### src/hdl/ftwl_pkg.sv
// Shared types, constants and helpers of the flash translation wear leveller.
// No dependencies; imported by every module of the block.
package ftwl_pkg;

  localparam int NUM_BLOCKS_DEF      = 64;
  localparam int PAGES_PER_BLOCK_DEF = 32;
  localparam int NUM_LOGICAL_DEF     = 1024;

  localparam logic [15:0] WEAR_THR_RST = 16'd100;
  localparam logic [15:0] WEAR_LIM_RST = 16'd1000;
  localparam logic [15:0] WEAR_MAX     = 16'hFFFF;
  localparam logic [31:0] RDATA_NONE   = 32'hFFFF_FFFF;

  // command codes on the op field
  localparam logic [1:0] OP_WRITE = 2'd0;
  localparam logic [1:0] OP_READ  = 2'd1;
  localparam logic [1:0] OP_LEVEL = 2'd2;

  // configuration register indexes
  localparam logic CFG_WEAR_THR = 1'b0;
  localparam logic CFG_WEAR_LIM = 1'b1;

  typedef enum logic [2:0] {
    ST_OK       = 3'd0,
    ST_BAD_PAGE = 3'd1,
    ST_NO_MAP   = 3'd2,
    ST_INVALID  = 3'd3,
    ST_NO_FREE  = 3'd4,
    ST_SKIPPED  = 3'd5
  } status_e;

  typedef enum logic [2:0] {
    K_WRITE,
    K_READ,
    K_LEVEL,
    K_BAD_PAGE,
    K_NOP
  } cmd_kind_e;

  typedef struct packed {
    cmd_kind_e   kind;
    logic [15:0] lp;
    logic [31:0] wd;
  } cmd_t;

  typedef enum logic [3:0] {
    S_CLEAR,
    S_IDLE,
    S_RD_MAP,
    S_RD_PAGE,
    S_SCAN,
    S_SCAN_END,
    S_WR_MAP,
    S_LV_RD,
    S_LV_CHK,
    S_LV_MOVE,
    S_LV_ERASE,
    S_LV_COLD,
    S_DONE
  } eng_state_e;

  function automatic int width_of(input int n);
    width_of = (n > 1) ? $clog2(n) : 1;
  endfunction

  function automatic logic [15:0] sat_inc(input logic [15:0] w);
    sat_inc = (w == WEAR_MAX) ? w : w + 16'd1;
  endfunction

endpackage

### src/hdl/ftwl_queue.sv
// Two-entry command queue between front end and engine.
// Depends on ftwl_pkg.
module ftwl_queue (
  input  logic           clk_i,
  input  logic           rst_ni,
  input  logic           push_i,
  input  ftwl_pkg::cmd_t data_i,
  output logic           full_o,
  output logic           valid_o,
  input  logic           pop_i,
  output ftwl_pkg::cmd_t data_o
);
  import ftwl_pkg::*;

  cmd_t       mem_q [2];
  logic       wr_ptr_q, wr_ptr_d, rd_ptr_q, rd_ptr_d;
  logic [1:0] cnt_q, cnt_d;
  logic       do_push, do_pop;

  assign full_o  = cnt_q == 2'd2;
  assign valid_o = cnt_q != 2'd0;
  assign data_o  = mem_q[rd_ptr_q];
  assign do_push = push_i && !full_o;
  assign do_pop  = pop_i && valid_o;

  always_comb begin
    wr_ptr_d = do_push ? !wr_ptr_q : wr_ptr_q;
    rd_ptr_d = do_pop ? !rd_ptr_q : rd_ptr_q;
    cnt_d    = cnt_q + {1'b0, do_push} - {1'b0, do_pop};
  end

  always_ff @(posedge clk_i or negedge rst_ni) begin
    if (!rst_ni) begin
      wr_ptr_q <= 1'b0;
      rd_ptr_q <= 1'b0;
      cnt_q    <= 2'd0;
    end else begin
      wr_ptr_q <= wr_ptr_d;
      rd_ptr_q <= rd_ptr_d;
      cnt_q    <= cnt_d;
    end
  end

  always_ff @(posedge clk_i) begin
    if (do_push) mem_q[wr_ptr_q] <= data_i;
  end

endmodule

### config.mk
export PLATFORM = sky130hd
export DESIGN_NAME = ftwl_queue
export DESIGN_NICKNAME = d
export VERILOG_FILES = /design/src/hdl/ftwl_pkg.sv /design/src/hdl/ftwl_queue.sv
export SDC_FILE = /design/constraint.sdc
export NUM_CORES = 1
export LEC_CHECK = 0
export BUFFER_PORTS_ARGS = -buffer_cell sky130_fd_sc_hd__buf_4
export CORE_MARGIN = 8
export CORE_UTILIZATION = 52
export CTS_CLUSTER_DIAMETER = 60
export DETAILED_ROUTE_END_ITERATION = 8
export PLACE_DENSITY_LB_ADDON = 0.25
export RECOVER_POWER = 100
export SYNTH_ARGS = -nofsm -noshare
export SYNTH_HDL_FRONTEND = slang
export SYNTH_SLANG_ARGS = --single-unit
### constraint.sdc
create_clock -name clk_i -period 4.45 [get_ports clk_i]
set_clock_uncertainty 0.15 [all_clocks]
set_input_delay 0.2225 -clock clk_i [delete_from_list [all_inputs] [get_ports clk_i]]
set_output_delay 0.2225 -clock clk_i [all_outputs]
set_load 0.1 [all_outputs]
# --- Word level (Yosys, flattened, before mapping) ---
# Memory sizes are Yosys's and may differ from the RTL's.
# Cells that the tools add are included.
totals:
  regBits: 4
  mem_bits_rw: 102
  word_cells: 15
  mem_count: 1
memory_table:
  columns: ["memory", "depth", "word_bits", "read_ports", "rd_ports_with_merged_regs", "write_ports", "line", "rtl"]
  rows:
  - ["mem_q", 2, 51, 1, 0, 1, "ftwl_queue.sv:15", "cmd_t mem_q [2];"]
classes:
  muxes: 2
  n_eq_ne: 1
  reduce_logical: 6
  addsub: 2
op_table:
  columns: ["op", "n"]
  rows:
  - ["$logic_not A1 Y1", 3]
  - ["$add A2 B1 Y2", 1]
  - ["$eq A2 B2 Y1 const B", 1]
  - ["$logic_and A1 B1 Y1", 2]
  - ["$mux W1", 2]
  - ["$reduce_bool A2 Y1", 1]
  - ["$sub A2 B1 Y2", 1]

# --- Depth between registers and ports, before layout ---
depth:
  word_depth: 5
  mapped_depth: 7
  mapped_depth_nobuf: 7

# --- Worst setup path after synthesis ---
# OpenSTA, ideal clock, no wires.
synth_path:
  path_kind: "reg-to-reg"
  start: "register cnt_q[1]"
  end: "memory mem_q[0][0] in the netlist's numbering (enable)"
  period_less_slack_ps: 3337
  setup_time_ps: 460
  required_ps: 3840
  path_slack_ps: 1113
  path_stages_with_launch: 4
  t_arrival_ps: 2727
  cell_sequence: "dfrtp_1 -> nand2b_1 -> nand2_1 -> nor2_1"
synth_via:
  elab_chain_len: 5
synth_lines:
  columns: ["element", "line", "rtl"]
  rows:
  - ["start: declaration", "ftwl_queue.sv:17", "logic [1:0] cnt_q, cnt_d;"]
  - ["start signal: assignment", "ftwl_queue.sv:40", "cnt_q <= cnt_d;"]
  - ["$eq A2 B2 Y1", "ftwl_queue.sv:20", "assign full_o = cnt_q == 2'd2;"]
  - ["$logic_not A1 Y1", "ftwl_queue.sv:23", "assign do_push = push_i && !full_o;"]
  - ["$logic_and A1 B1 Y1", "ftwl_queue.sv:23", null]
  - ["$mux W1", "ftwl_queue.sv:45", "if (do_push) mem_q[wr_ptr_q] <= data_i;"]
  - ["$mux W1 (implied by the code)", "ftwl_queue.sv:45", null]
  - ["end: declaration", "ftwl_queue.sv:15", null]
# Every way passes these cells.

# --- Worst setup path after layout ---
layout_path:
  start: "register cnt_q[1]"
  end: "memory mem_q[1][19] in the netlist's numbering (enable)"
# Same word-level chain as after synthesis.

==> flow_summary_export.csv <==
group,metric,value,unit
status,outcome,"complete, but fails checks",
status,violations,"capacitance limit, slew limit",
synthesis,synthAdderAreaFrac,0.612,%
clock_tree,cts_setup_buffers,0,
floorplanning,start_util,53.2,%
critical_path,crit_path_max_incr_delay,1.33,ns
clock_tree,clk_latency,0.34,ns
global_routing,track_usage,14.5,%
critical_path,crit_path_top_delay_cell,"clkbuf_1",
floorplanning,pin_count,108,
floorplanning,rows,32,
placed_design,pre_cts_slack,2.21,ns
finish,final_common_cell,"edfxtp_1",
synthesis,synth-seq-cells,106,
critical_path,endpoint_kind,"register",
global_routing,grt_pass1_wl,12300,µm
synthesis,synth_compound_area_share,0,%
clock_tree,cts_resized,0,
detailed_routing,postRouteAntennaNets,0,
clock_tree,cts_tree,"done",
synthesis,synth_top_family_by_area,"multiplexers",
sta,final_max_slew_viol_count,55,
sta,fin_setup_tns,0,ns
hold_path,whs_endpoint,"wr_ptr_q",
critical_path,cp_data_arrival_time,2.98,ns
global_routing,globalRoute.totalOverflow,0,
critical_path,cp.buffers_inverters,1,
sta,period_needed,3.18,ns
global_routing,grt_start_max_net_pins,53,
finish,diodes,0,
sta,setup_viol,0,
critical_path,reg2reg_from,"cnt_q[1]",
finish,multi_input_area,851,µm²
detailed_routing,drtIter0Drc,123,
critical_path,path_delay_family,"buffers and inverters",
floorplanning,die_h,105,µm
hold_path,worstHoldStart,"push_i",
finish,seqCellArea,0.00317,mm²
clock_tree,hold_buffers,52,
critical_path,path_cells,"nand2b_1 > and3_1 > clkbuf_1",
floorplanning,core_area,0.00769,mm²
synthesis,synthCells,177,
finish,drive_gt1_share,31.9,%
placed_design,io_buffers,107,
clock_tree,h-tree-depth,3,
placed_design,dp_cells,382,
synthesis,yosysSeqAreaShare,77.3,%
sta,rsz0062_at_grt,"false",
detailed_routing,drc_errors,0,
synthesis,synth-simple-area-share,0.856,%
critical_path,crit_start,"cnt_q[1]",
critical_path,rrSetupSlack,1.27,ns
placed_design,gp_congestion,0.686,
clock_tree,cts.sinks,106,
synthesis,synthDistinctLibCells,15,
run,maxCapViolations,2,
floorplanning,die_area,0.0110,mm²
detailed_routing,vias,2136,
placed_design,dp_hpwl,4960,µm
finish,final_cells,450,
critical_path,reg2reg_depth,3,
synthesis,synthXorXnorAreaFrac,0.856,%
hold_path,holdPathStages,3,
clock_tree,numCtsBuffers,9,
floorplanning,die_x,105,µm
sta,period_share,71.6,%
hold_path,hold_class,"in -> reg",
finish,n_fill_cell,561,
synthesis,syn_area,0.00409,mm²
global_routing,antenna_found_initial,0,
critical_path,path_class,"reg -> reg",
critical_path,cp.depth,3,
sta,hold_violations,0,
clock_tree,clock_tree.root_cell,"clkbuf_8",
synthesis,synthMuxAreaShare,18.5,%
detailed_routing,wire_per_inst,17.2,µm
sta,fmax,314,MHz
detailed_routing,dr.pass1.iters,4,
sta,relSlewSlack,-22.0,%
critical_path,r2r_end,"mem_q[1][19]",
critical_path,startpoint_type,"register",
global_routing,grt_pass1_vias,2409,
finish,utilization,71.0,%
finish,fin_nets,400,
finish,mostFrequentLayoutCells,"edfxtp_1, clkbuf_1, dlygate4sd3_1, mux2_4, clkbuf_4",
sta,worst_slew_pin_slew,1.82,ns
critical_path,critPathRequiredTime,4.25,ns
critical_path,cp_max_fo,31,
sta,fin_ws,1.27,ns
detailed_routing,drt-total-wl,7720,µm
clock_tree,cts_buffer_depth,2,
detailed_routing,avgViaCountPerCell,4.75,
finish,syn2layout_area_growth,33.5,%
synthesis,syn_area_per_cell,23.1,µm²
clock_tree,clkTransAtPathRegs,0.09,ns
synthesis,synthesis.nets,234,
synthesis,ys_warn_count,0,
## through the flow
step	area, µm²	hold WS (ns)
global placement	4980	-0.130
CTS	5710	0.0101
detailed placement	4980	-0.129
floorplan	4090	-0.223
finish	5460	0.0823
global route	5460	0.0826
## registers in the layout, summed over array words and instances, names as in the netlist
name	count
rd_ptr_q	1
wr_ptr_q	1
mem_q	102
cnt_q	2
## Yosys cell counts
cell type  number  share of area, %
nor2_1          1             0.092
nand2b_1        1              0.15
buf_6           6               1.7
nand2_1         1             0.092
dfrtp_1         4               2.4
xnor2_1         3              0.64
inv_1           2              0.18
and3_1          1              0.15
ha_1            2              0.61
and2_4          1              0.21
xor2_1          1              0.21
mux2_4         49                18
mux2_2          2              0.55
or2_1           1              0.15
edfxtp_1      102                75
## worst register-to-register path: cells and delay by family (launching register included)
| family | cells | cell delay, ns |
|---|---|---|
| buf+inv | 1 | 1.33 |
| flops | 1 | 0.41 |
| simple gates | 2 | 0.88 |
## kinds of logic after synthesis
group / Yosys count
XOR/XNOR: 4
adder cells (fa/ha/maj): 2
buffers and inverters: 8
flip-flops: 106
multiplexers: 51
AND/OR/NAND/NOR: 6
## how the worst max path moves through the flow
| stage | end |
|---|---|
| detailed placement | mem_q[0][12] |
| global placement | mem_q[0][7] |
| global route | mem_q[1][40] |
| finish | mem_q[1][19] |
| CTS | data_o[0] |
| floorplan | mem_q[0][0] |
## routing by layer
layer	track usage [%]	wire [µm]
met5	0	0
met4	6.52	139
met3	4.48	427
met2	26.0	4140
met1	15.4	3020
## area by class of cell
type / instances / area share [%]
sequential: 106 / 58.0
timing repair buffer: 161 / 20.1
multi-input combinational: 63 / 15.6
clock buffer: 11 / 2.41
tap: 102 / 2.34
clock inverter: 5 / 1.44
inverter: 2 / 0.137
Power is left out: the tool's default activity adds up to more than one toggle a clock period on the data nets, which glitch-free logic cannot reach.
